[src/rtl/uart_pkg.sv]
// Shared types, codes and default sizes for the 8N1 UART with receive FIFO.
package uart_pkg;

  localparam int unsigned UART_FIFO_DEPTH  = 64;
  localparam int unsigned UART_START_EXTRA = 5;

  localparam int unsigned CFG_W     = 16;
  localparam int unsigned CFG_IDX_W = 2;
  localparam int unsigned TXT_W     = 17;
  localparam int unsigned FILL_W    = 6;

  // request kinds carried in the input tuser
  localparam logic [1:0] REQ_TICK  = 2'd0;
  localparam logic [1:0] REQ_READ  = 2'd1;
  localparam logic [1:0] REQ_WRITE = 2'd2;

  // configuration register indexes
  localparam logic [CFG_IDX_W-1:0] CFG_RX_CENTER = 2'd0;
  localparam logic [CFG_IDX_W-1:0] CFG_RX_BIT    = 2'd1;
  localparam logic [CFG_IDX_W-1:0] CFG_RX_STOP   = 2'd2;
  localparam logic [CFG_IDX_W-1:0] CFG_TX_BIT    = 2'd3;

  typedef enum logic [1:0] {
    RX_IDLE   = 2'd0,
    RX_CENTER = 2'd1,
    RX_DATA   = 2'd2,
    RX_STOP   = 2'd3
  } rx_phase_t;

endpackage

[src/rtl/uart_8n1_with_rx_fifo_core.sv]
// Top level: tick-timed 8N1 receiver and transmitter with a receive ring FIFO in RAM.
//
//  channel | dir | handshake         | beat content
//  --------+-----+-------------------+-----------------------------------------------
//  s_*     | in  | s_tvalid/s_tready | request kind, rx line level, byte to send
//  m_*     | out | m_tvalid/m_tready | tx level, read flag and byte, fill, status
//  cfg_*   | in  | cfg_valid/ready   | register index and 16-bit value
//
//  One beat per cycle in each direction; every input beat yields one output beat
//  in the following cycle through the output register. The FIFO RAM is read at the head
//  in the accept cycle and its registered data forms rd_data of that beat.
//  The input stalls only while the output register holds a beat not yet taken.
//  Reset is synchronous; FIFO contents are not cleared, the pointers are.
module uart_8n1_with_rx_fifo_core
  import uart_pkg::*;
#(
  parameter int unsigned FIFO_DEPTH = UART_FIFO_DEPTH
) (
  input  logic                 clk,
  input  logic                 rst,
  input  logic                 s_tvalid,
  output logic                 s_tready,
  input  logic [15:0]          s_tdata,   // [0] rx_level, [8:1] tx_byte
  input  logic [1:0]           s_tuser,   // [1:0] req_type
  output logic                 m_tvalid,
  input  logic                 m_tready,
  output logic [23:0]          m_tdata,   // [0] tx_level, [8:1] rd_data,
                                          // [14:9] fill_count, [15] write_accepted,
                                          // [16] tx_busy
  output logic                 m_tuser,   // [0] rd_valid
  input  logic                 cfg_valid,
  output logic                 cfg_ready,
  input  logic [CFG_IDX_W-1:0] cfg_index,
  input  logic [CFG_W-1:0]     cfg_data
);

  localparam int unsigned AW  = $clog2(FIFO_DEPTH);
  localparam int unsigned FW  = (AW + 1 > FILL_W) ? AW + 1 : FILL_W;
  localparam logic [AW-1:0] PTR_LAST = AW'(FIFO_DEPTH - 1);

  logic [CFG_W-1:0] rx_center_wait, rx_bit_wait, rx_stop_wait, tx_bit_wait;

  rx_phase_t        rx_phase, rx_phase_next;
  logic [CFG_W-1:0] rx_timer, rx_timer_next;
  logic [7:0]       rx_shift, rx_shift_next;
  logic [3:0]       rx_bit_count, rx_bit_count_next;
  logic [AW-1:0]    fifo_head, fifo_head_next, fifo_tail, fifo_tail_next;
  logic [TXT_W-1:0] tx_timer, tx_timer_next;
  logic [7:0]       tx_shift, tx_shift_next;
  logic [3:0]       tx_bit_count, tx_bit_count_next;
  logic             tx_line, tx_line_next;

  logic             out_valid;
  logic             out_rd_valid, out_tx_level, out_accepted, out_busy;
  logic [FILL_W-1:0] out_fill;

  logic             accept;
  logic             push, pop, accepted;
  logic [AW-1:0]    tail_inc, head_inc;
  logic [AW:0]      fill;
  logic [FW-1:0]    fill_wide;
  logic [7:0]       ram_q;
  logic             rx_level;
  logic [7:0]       tx_byte;

  assign rx_level  = s_tdata[0];
  assign tx_byte   = s_tdata[8:1];
  assign s_tready  = !out_valid || m_tready;
  assign accept    = s_tvalid && s_tready;
  assign cfg_ready = 1'b1;

  assign tail_inc = (fifo_tail == PTR_LAST) ? '0 : fifo_tail + 1'b1;
  assign head_inc = (fifo_head == PTR_LAST) ? '0 : fifo_head + 1'b1;

  always_ff @(posedge clk) begin
    if (rst) begin
      rx_center_wait <= '0;
      rx_bit_wait    <= '0;
      rx_stop_wait   <= '0;
      tx_bit_wait    <= '0;
    end else if (cfg_valid) begin
      case (cfg_index)
        CFG_RX_CENTER: rx_center_wait <= cfg_data;
        CFG_RX_BIT:    rx_bit_wait    <= cfg_data;
        CFG_RX_STOP:   rx_stop_wait   <= cfg_data;
        CFG_TX_BIT:    tx_bit_wait    <= cfg_data;
        default:       ;
      endcase
    end
  end

  always_comb begin
    rx_phase_next     = rx_phase;
    rx_timer_next     = rx_timer;
    rx_shift_next     = rx_shift;
    rx_bit_count_next = rx_bit_count;
    fifo_head_next    = fifo_head;
    fifo_tail_next    = fifo_tail;
    tx_timer_next     = tx_timer;
    tx_shift_next     = tx_shift;
    tx_bit_count_next = tx_bit_count;
    tx_line_next      = tx_line;
    push              = 1'b0;
    pop               = 1'b0;
    accepted          = 1'b0;

    case (s_tuser)
      REQ_TICK: begin
        // receiver
        if (rx_phase == RX_IDLE) begin
          if (rx_stop_wait != '0 && !rx_level) begin
            rx_phase_next     = RX_CENTER;
            rx_timer_next     = rx_center_wait;
            rx_shift_next     = '0;
            rx_bit_count_next = '0;
          end
        end else if (rx_timer != '0) begin
          rx_timer_next = rx_timer - 1'b1;
        end else begin
          case (rx_phase)
            RX_CENTER: begin
              rx_phase_next = RX_DATA;
              rx_timer_next = rx_bit_wait;
            end
            RX_DATA: begin
              rx_shift_next = rx_shift | (8'(rx_level) << rx_bit_count[2:0]);
              rx_bit_count_next = rx_bit_count + 1'b1;
              if (rx_bit_count_next >= 4'd8) begin
                rx_phase_next = RX_STOP;
                rx_timer_next = rx_stop_wait;
              end else begin
                rx_timer_next = rx_bit_wait;
              end
            end
            default: begin
              // drop the byte when only the spare slot is left
              if (tail_inc != fifo_head) begin
                push           = 1'b1;
                fifo_tail_next = tail_inc;
              end
              rx_phase_next     = RX_IDLE;
              rx_bit_count_next = '0;
            end
          endcase
        end
        // transmitter
        if (tx_bit_count != '0) begin
          if (tx_timer != '0) begin
            tx_timer_next = tx_timer - 1'b1;
          end else if (tx_bit_count <= 4'd8) begin
            tx_bit_count_next = tx_bit_count + 1'b1;
            tx_line_next      = tx_shift[3'(tx_bit_count - 1'b1)];
            tx_timer_next     = TXT_W'(tx_bit_wait);
          end else if (tx_bit_count == 4'd9) begin
            tx_bit_count_next = 4'd10;
            tx_line_next      = 1'b1;
            tx_timer_next     = TXT_W'(tx_bit_wait);
          end else begin
            tx_bit_count_next = '0;
            tx_line_next      = 1'b1;
            tx_timer_next     = '0;
          end
        end
      end
      REQ_READ: begin
        if (fifo_head != fifo_tail) begin
          pop            = 1'b1;
          fifo_head_next = head_inc;
        end
      end
      REQ_WRITE: begin
        if (tx_bit_wait != '0 && tx_bit_count == '0) begin
          accepted          = 1'b1;
          tx_shift_next     = tx_byte;
          tx_bit_count_next = 4'd1;
          tx_line_next      = 1'b0;
          tx_timer_next     = TXT_W'(tx_bit_wait) + TXT_W'(UART_START_EXTRA);
        end
      end
      default: ;
    endcase
  end

  assign fill = (fifo_tail_next >= fifo_head_next)
              ? {1'b0, fifo_tail_next} - {1'b0, fifo_head_next}
              : {1'b0, fifo_tail_next} + (AW + 1)'(FIFO_DEPTH) - {1'b0, fifo_head_next};
  assign fill_wide = FW'(fill);

  always_ff @(posedge clk) begin
    if (rst) begin
      rx_phase     <= RX_IDLE;
      rx_timer     <= '0;
      rx_shift     <= '0;
      rx_bit_count <= '0;
      fifo_head    <= '0;
      fifo_tail    <= '0;
      tx_timer     <= '0;
      tx_shift     <= '0;
      tx_bit_count <= '0;
      tx_line      <= 1'b1;
      out_valid    <= 1'b0;
    end else begin
      if (accept) begin
        rx_phase     <= rx_phase_next;
        rx_timer     <= rx_timer_next;
        rx_shift     <= rx_shift_next;
        rx_bit_count <= rx_bit_count_next;
        fifo_head    <= fifo_head_next;
        fifo_tail    <= fifo_tail_next;
        tx_timer     <= tx_timer_next;
        tx_shift     <= tx_shift_next;
        tx_bit_count <= tx_bit_count_next;
        tx_line      <= tx_line_next;
      end
      if (accept) begin
        out_valid <= 1'b1;
      end else if (m_tready) begin
        out_valid <= 1'b0;
      end
    end
  end

  // result fields; held while the beat waits
  always_ff @(posedge clk) begin
    if (accept) begin
      out_tx_level <= tx_line_next;
      out_rd_valid <= pop;
      out_fill     <= fill_wide[FILL_W-1:0];
      out_accepted <= accepted;
      out_busy     <= (tx_bit_count_next != '0);
    end
  end

  uart_ram #(
    .WIDTH (8),
    .DEPTH (FIFO_DEPTH)
  ) u_fifo_ram (
    .clk   (clk),
    .we    (accept && push),
    .waddr (fifo_tail),
    .wdata (rx_shift),
    .re    (accept && pop),
    .raddr (fifo_head),
    .rdata (ram_q)
  );

  assign m_tvalid = out_valid;
  assign m_tuser  = out_rd_valid;
  assign m_tdata  = {7'd0, out_busy, out_accepted, out_fill,
                     (out_rd_valid ? ram_q : 8'd0), out_tx_level};

  a_fill_bound: assert property (@(posedge clk) disable iff (rst)
    fill <= (AW + 1)'(FIFO_DEPTH - 1))
    else $error("FIFO fill beyond depth minus one");

  a_tx_idle_high: assert property (@(posedge clk) disable iff (rst)
    (tx_bit_count == '0) |-> tx_line)
    else $error("TX line low while transmitter idle");

  a_rx_count: assert property (@(posedge clk) disable iff (rst)
    (rx_phase == RX_DATA) |-> (rx_bit_count < 4'd8))
    else $error("RX bit count out of range in data phase");

  a_pop_result: assert property (@(posedge clk) disable iff (rst)
    (accept && pop) |=> (m_tvalid && m_tuser))
    else $error("popped byte not presented on the next beat");

  a_no_push_pop: assert property (@(posedge clk) disable iff (rst)
    !(push && pop))
    else $error("push and pop in the same request");

endmodule

[src/rtl/uart_ram.sv]
// Generic single-clock RAM: one write port, one read port with registered data.
module uart_ram
  import uart_pkg::*;
#(
  parameter int unsigned WIDTH = 8,
  parameter int unsigned DEPTH = UART_FIFO_DEPTH
) (
  input  logic                     clk,
  input  logic                     we,
  input  logic [$clog2(DEPTH)-1:0] waddr,
  input  logic [WIDTH-1:0]         wdata,
  input  logic                     re,
  input  logic [$clog2(DEPTH)-1:0] raddr,
  output logic [WIDTH-1:0]         rdata
);

  logic [WIDTH-1:0] mem [DEPTH];

  always_ff @(posedge clk) begin
    if (we) begin
      mem[waddr] <= wdata;
    end
    if (re) begin
      rdata <= mem[raddr];
    end
  end

endmodule
[config.mk]
export PLATFORM = sky130hd
export DESIGN_NAME = uart_8n1_with_rx_fifo_core
export DESIGN_NICKNAME = d
export VERILOG_FILES = /design/src/rtl/uart_pkg.sv /design/src/rtl/uart_8n1_with_rx_fifo_core.sv /design/src/rtl/uart_ram.sv
export SDC_FILE = /design/constraint.sdc
export NUM_CORES = 1
export LEC_CHECK = 0
export ABC_CLOCK_PERIOD_IN_PS = 4760
export BUFFER_PORTS_ARGS = -buffer_cell sky130_fd_sc_hd__buf_4
export CORE_MARGIN = 2
export CORE_UTILIZATION = 35
export DETAILED_ROUTE_END_ITERATION = 12
export HOLD_SLACK_MARGIN = 0.05
export PLACE_DENSITY_LB_ADDON = 0.25
export SLEW_MARGIN = 15
export SYNTH_ARGS = -nofsm -noshare
export SYNTH_HDL_FRONTEND = slang
export SYNTH_SLANG_ARGS = --single-unit
[constraint.sdc]
create_clock -name clk -period 4.76 [get_ports clk]
set_clock_uncertainty 0.1 [all_clocks]
set_input_delay 0.238 -clock clk [delete_from_list [all_inputs] [get_ports clk]]
set_output_delay 0.238 -clock clk [all_outputs]
set_load 0.005 [all_outputs]
Yosys cells after proc, flatten, opt, wreduce, memory -nomap -nowiden
Memories as Yosys holds them, arrays and structs flattened. A register that Yosys moved wholly into a read port is not among the register bits.
Cells that the tools add are included.
{"block": "word_totals", "regBits": 147, "ramBits": 512, "in_bits": 41, "output_inout_bits": 28, "wordCells": 149, "n_memories": 1}
{"block": "op_classes", "add_sub_neg": 11, "magnitude_cmp": 4, "eq_ne": 18, "shift": 1, "n_mux": 60, "bitwise_logic": 1, "n_reduce_logical": 33}
{"name": "u_fifo_ram.mem", "depth": 64, "width": 8, "rd": 1, "rd_ports_with_merged_regs": 1, "write_ports": 1, "line_no": "uart_ram.sv:17", "rtl": "logic [WIDTH-1:0] mem [DEPTH];"}
{"op": "two-way mux 16 bit", "n": 6}
{"op": "two-way mux 6 bit", "n": 10}
{"op": "two-way mux 17 bit", "n": 3}
{"op": "nonzero test 16 bit", "n": 3}
{"op": "two-way mux 8 bit", "n": 5}
{"op": "case mux 17 bit (2 select lines)", "n": 1}
{"op": "two-way mux 4 bit", "n": 8}
{"op": "case mux 16 bit (2 select lines)", "n": 1}
{"op": "adder 6 x 1 -> 6 bit, second input constant", "n": 3}
{"op": "adder 16 x 3 -> 17 bit, second input constant", "n": 1}
{"op": "two-way mux 1 bit", "n": 17}
{"op": "nonzero test 17 bit", "n": 1}
{"op": "subtractor 17 x 1 -> 17 bit, second input constant", "n": 1}
{"op": "case mux 4 bit (2 select lines)", "n": 2}
{"op": "subtractor 16 x 1 -> 16 bit, second input constant", "n": 1}
{"op": "AND reduction 5 bit", "n": 3}
{"op": "== test 6 bit, second input constant", "n": 2}
{"op": "!= test 6 bit", "n": 2}
{"op": "nonzero test 4 bit", "n": 3}
{"op": "subtractor 6 bit", "n": 2}
{"op": "adder 4 x 1 -> 4 bit, second input constant", "n": 2}
{"op": "== test 2 bit, second input constant", "n": 4}
{"op": "two-way mux 2 bit", "n": 4}
{"op": "!= test 2 bit, second input constant", "n": 4}
{"op": "other kinds (24)", "n": 39}

Longest topological paths before layout
{"block": "logic_depth", "word_depth": 11, "depth_mapped": 16, "mapped_depth_nobuf": 16}

Hierarchy
From an unflattened synthesis, not the netlist that was laid out.
{"block": "hier_totals", "hier_cells": 2006, "area_unflattened_um2": 28487.3}
{"mod": "uart_ram", "n_inst": 1, "cells_each": 967, "area_per_inst_um2": 20317.0, "seq_area_each_um2": 15615.0}
{"mod": "uart_8n1_with_rx_fifo_core", "n_inst": 1, "cells_each": 1039, "area_per_inst_um2": 8170.3, "seq_area_each_um2": 3042.9}

Worst setup path after synthesis
No wires, ideal clock.
{"block": "synth_path", "path_kind": "register to register", "from": "register fifo_tail[0]", "to": "register out_fill[5], data pin", "setup_ns": 0.260, "arrival_time_ns": 3.361, "required_ns": 4.400, "slack_ns": 1.039, "path_stages_with_launch": 17, "n_path_buf": 0, "period_less_slack_ns": 3.721, "cell_sequence": "dfxtp_1 ha_1 inv_1 nor3_1 nor3_1 or4b_1 nand3_1 mux2i_1 inv_1 ha_1 nor2b_1 o21a_1 nor2_1 o21bai_1 a21oi_1 xnor2_1 xnor2_1"}
{"block": "synth_between", "elab_chain_cells": 11, "word_cells_on_any_way": 17, "cone_classes": "4 x add/sub; 1 x order compare; 3 x eq/ne; 9 x mux"}
{"item": "start: declaration", "line_no": "uart_8n1_with_rx_fifo_core.sv:47", "rtl": "logic [AW-1:0] fifo_head, fifo_head_next, fifo_tail, fifo_tail_next;"}
{"item": "start signal: assignment", "line_no": "uart_8n1_with_rx_fifo_core.sv:209", "rtl": "fifo_tail <= fifo_tail_next;"}
{"item": "adder 6 x 1 -> 6 bit or == test 6 bit (tied branches)", "line_no": "uart_8n1_with_rx_fifo_core.sv:72", "rtl": "assign tail_inc = (fifo_tail == PTR_LAST) ? '0 : fifo_tail + 1'b1;"}
{"item": "two-way mux 6 bit (*)", "line_no": "uart_8n1_with_rx_fifo_core.sv:72"}
{"item": "!= test 6 bit", "line_no": "uart_8n1_with_rx_fifo_core.sv:137", "rtl": "if (tail_inc != fifo_head) begin"}
{"item": "two-way mux 6 bit (*)", "line_no": "uart_8n1_with_rx_fifo_core.sv:137"}
{"item": "two-way mux 6 bit (*)", "line_no": "uart_8n1_with_rx_fifo_core.sv:120", "rtl": "case (rx_phase)"}
{"item": "two-way mux 6 bit (*)", "line_no": "uart_8n1_with_rx_fifo_core.sv:117", "rtl": "end else if (rx_timer != '0) begin"}
{"item": "two-way mux 6 bit (*)", "line_no": "uart_8n1_with_rx_fifo_core.sv:110", "rtl": "if (rx_phase == RX_IDLE) begin"}
{"item": "two-way mux 6 bit (*)", "line_no": "uart_8n1_with_rx_fifo_core.sv:107", "rtl": "case (s_tuser)"}
{"item": "named net fifo_tail_next[1]", "line_no": "uart_8n1_with_rx_fifo_core.sv:47"}
{"item": "adder 6 x 1 -> 6 bit", "line_no": "uart_8n1_with_rx_fifo_core.sv:186", "rtl": ": {1'b0, fifo_tail_next} + (AW + 1)'(FIFO_DEPTH) - {1'b0, fifo_head_next};"}
{"item": "subtractor 6 bit", "line_no": "uart_8n1_with_rx_fifo_core.sv:186"}
{"item": "two-way mux 6 bit (*)", "line_no": "uart_8n1_with_rx_fifo_core.sv:185", "rtl": "? {1'b0, fifo_tail_next} - {1'b0, fifo_head_next}"}
{"item": "named net fill[5]", "line_no": "uart_8n1_with_rx_fifo_core.sv:60", "rtl": "logic [AW:0] fill;"}
{"item": "end signal: assignment", "line_no": "uart_8n1_with_rx_fifo_core.sv:228", "rtl": "out_fill <= fill_wide[FILL_W-1:0];"}
{"item": "end: declaration", "line_no": "uart_8n1_with_rx_fifo_core.sv:55", "rtl": "logic [FILL_W-1:0] out_fill;"}
Mark *: on every way through the listed nets, which the timed path passes. The rest lies on a longest branch.
A chain may end at the register's enable or synchronous reset.

Worst setup path in the final report
{"block": "layout_path", "from": "register fifo_tail[2]", "to": "register out_fill[5], data pin"}
The elaborated chain is that of the path after synthesis.

==> key figures <==
Die
  – Die W: 288 um
  – Area of the die: 82800 um2
  – Cell Rows: 104
  – I/O Pins: approximately 70
  – Initial Utilization: between 30% and 40%
  – Core ar.: 80200 um2
  – Die Ht: 288 um

Logic synthesis
  – Seq/Total Area, Yosys: 66.2%
  – Ys async rst share: 0%
  – Cell area after synthesis: 28200 um2
  – Warnings from Yosys: 0
  – Synth unique cells: 74
  – Post-synthesis register bit count: roughly 670
  – Syn avg cell area: roughly 15 um2
  – Number of enable flip-flop cells after synthesis: 530
  – Ys flop type: edfxtp_1
  – Mapped Cells: 1922

Setup path
  – RR Endpoint: out_fill[5]
  – Critical path buffers and inverters: 2
  – Crit Path Class: flip-flop to flip-flop
  – CP Launch Type: flip-flop
  – Critical Path End Type: flip-flop
  – Worst Path Required: 4.98 ns
  – Worst r2r path cells: 15
  – CP top delay family: simple AND/OR/NAND/NOR gates
  – Worst Path Max Fanout: 12
  – Cell Chain, Critical Path: clkinv_1 -> nor3_2 -> nor3_1 -> or4b_1 -> nand3_1 -> mux2i_1 -> inv_1 -> ha_1 -> nor2b_1 -> o21a_1 -> nor2_1 -> o21bai_1 -> a21oi_1 -> xnor2_1 -> xnor2_1
  – CP peak stage delay: approximately 0.58 ns
  – Top cell by count, worst path: xnor2_1
  – Reg-to-reg startpoint: fifo_tail[2]
  – CP Data Arrival Time: 4.49 ns
  – R2r setup slk: 0.49 ns
  – Critical-path top delay cell: or4b_1

Hold path
  – Worst hold endpoint: tx_shift[4]
  – Worst hold path cell count: 2
  – Hold crit path type: primary input to flip-flop
  – Hold_sp: rst

Route
  – DRT antenna net count: 0
  – Vias/cell: between 5 and 6
  – Final WL: 69100 um
  – Initial DRC count: 1300
  – Total number of vias: 17100
  – # DRC: 0
  – DRT Pass-1 Iters: 5
  – WL/cell: 21.7 um

Final layout
  – Fill cells: 7313
  – Ant. Diodes: 0
  – Final Cell Area: 33100 um2
  – Most frequent cells in the layout: edfxtp_1 (530), nand2_1 (188), buf_4 (158)
  – Nets: roughly 2100
  – Multi-input gate area: 8890 um2
  – Commonest non-fill, non-tap cell in the layout: edfxtp_1
  – Area Growth Syn to Fin: 17.4%
  – Reg area: 18700 um2
  – Layout cell share with drive strength beyond 1: 21.4%

Clock network
  – Worst-path clk slew: 0.06 ns
  – Root Buffer: clkbuf_16
  – Total setup buffers inserted after CTS: 0
  – CTS Buf Count: 74
  – CTS tree: done
  – CTS H-tree depth: 3
  – Clk Latency, worst-skew pair: 0.63 ns
  – Clk buf depth: 3
  – Clock Sink Count: 667

STA
  – Slew Limit Headroom: ~29%
  – Fin. max-slew vios: 0
  – Final min period: 4.27 ns
  – Setup TNS: 0 ns
  – Final setup fails: 0
  – RSZ-0062 raised after global routing: no
  – Actual slew at the worst max-slew pin: 1.06 ns
  – Fmax: 0.234 GHz
  – Crit share post-route: 89.7%
  – Endpoints failing hold: 0

Power
  – Pwr dens: 389 nW/um2
  – Leakage power: 11.3 nW
  – Maximum vdd ir drop: ~0.0003 V

GRT
  – Overall Global Routing Usage: 16.8%
  – First-pass GRT wire length: between 100000 and 150000 um
  – Met1 usage in global routing: 23.9%
  – Largest net degree at the start of global routing: 115
  – Total congestion overflow: 0
  – Most used routing layer: met2
  – Number of global-route vias before repair: 16800
  – Antenna violations before repair: 1
  – Grt met2 use: between 20% and 30%
  – Met3 Track Usage GR: 2.48%

Placed design
  – Number of port buffers: 53
  – Gpl congestion: 0.840
  – Cell Area, Placed: 30200 um2
  – DP Wirelength: 42300 um

Run
  – Max-Cap Viols: 0

Outcome
  – Status: finished clean
-- metal layers --
layer  wire length [um]  part of all wire [%]
met4               1630                   2.4
met3               4190                   6.1
met1              30800                    45
met5                  0                     0
met2              32500                    47
-- cells in the mapped netlist (27+ instances only) --
library cell  count  area, um2
nor2_1          136        510
a21oi_1         115        576
mux2i_1          47        470
mux4_2          148       3330
nand3_1          36        180
nand2_1         188        706
a211oi_1         30        225
edfxtp_1        530      15900
o21ai_0          49        245
inv_1            27        101
clkbuf_1         79        297
nor3_1           65        325
dfxtp_1         137       2740
-- report_power, final --
group	internal (mW)	switching [mW]	leakage [nW]
registers	6.25	0.0404	6.56
logic	0.257	0.378	3.47
clock network	3.54	2.40	1.23
total	10.1	2.82	11.3
-- through the flow --
stage	hold slack, ns	power, mW	setup WS, ns	cells	utilization (%)
final	0.121	12.9	0.489	3184	41.3
after detailed placement	0.347	7.02	0.482	3018	37.7
after global routing	0.145	13.3	0.0995	3184	41.3
after global placement	0.340	7.01	0.484	3018	37.7
after floorplan	0.267	6.85	1.04	1928	-
after CTS	0.0891	13.0	0.413	3184	41.3
-- layout make-up --
class | instances | share of cell area, %
Multi-Input combinational cell | 1103 | 26.9
Clock buffer | 94 | 5.89
Tap cell | 1060 | 4.01
Sequential cell | 667 | 56.5
Inverter | 28 | 0.318
Timing Repair Buffer | 191 | 4.64
Clock inverter | 41 | 1.80
-- worst max path at each step --
stage | from | to | slack [ns] | depth (start not counted)
floorplan | fifo_tail[0] | out_fill[5] | 1.04 | 16
global placement | fifo_tail[2] | out_fill[5] | 0.48 | 15
detailed placement | fifo_tail[2] | out_fill[5] | 0.48 | 15
CTS | fifo_tail[2] | out_fill[5] | 0.41 | 15
global route | fifo_tail[2] | out_fill[5] | 0.1 | 15
finish | fifo_tail[2] | out_fill[5] | 0.49 | 15
-- state kept, by name (all words and copies together) (netlist names), 2 cells and up --
name,count
rx_center_wait,16
tx_bit_count,4
u_fifo_ram.mem,512
tx_shift,8
rx_stop_wait,16
rx_shift,8
rx_bit_count,4
fifo_head,6
out_fill,6
rx_timer,16
tx_timer,17
rx_bit_wait,16
rx_phase,2
u_fifo_ram.rdata,8
fifo_tail,6
tx_bit_wait,16
-- cells by family (layout without fill, tap and decap cells) --
group / count (synthesis) / count (layout) / synth area share [%]
AND/OR/NAND/NOR: 541 / 541 / 8.97
buffers and inverters: 158 / 354 / 2.37
multiplexers: 204 / 204 / 13.9
adder cells (fa/ha/maj): 21 / 21 / 0.950
XOR/XNOR: 41 / 41 / 1.27
flip-flops: 667 / 667 / 66.2
other: 2 / 8 / 0.0266
AO/OA/AOI/OAI: 288 / 288 / 6.36
-- timing repair --
action                     in CTS  in global routing
setup endpoints to repair       0                  1
resized for setup               0                  1
hold endpoints to repair       75                  0
hold buffers                   31                  0
Power figures use the tool's default switching activity.
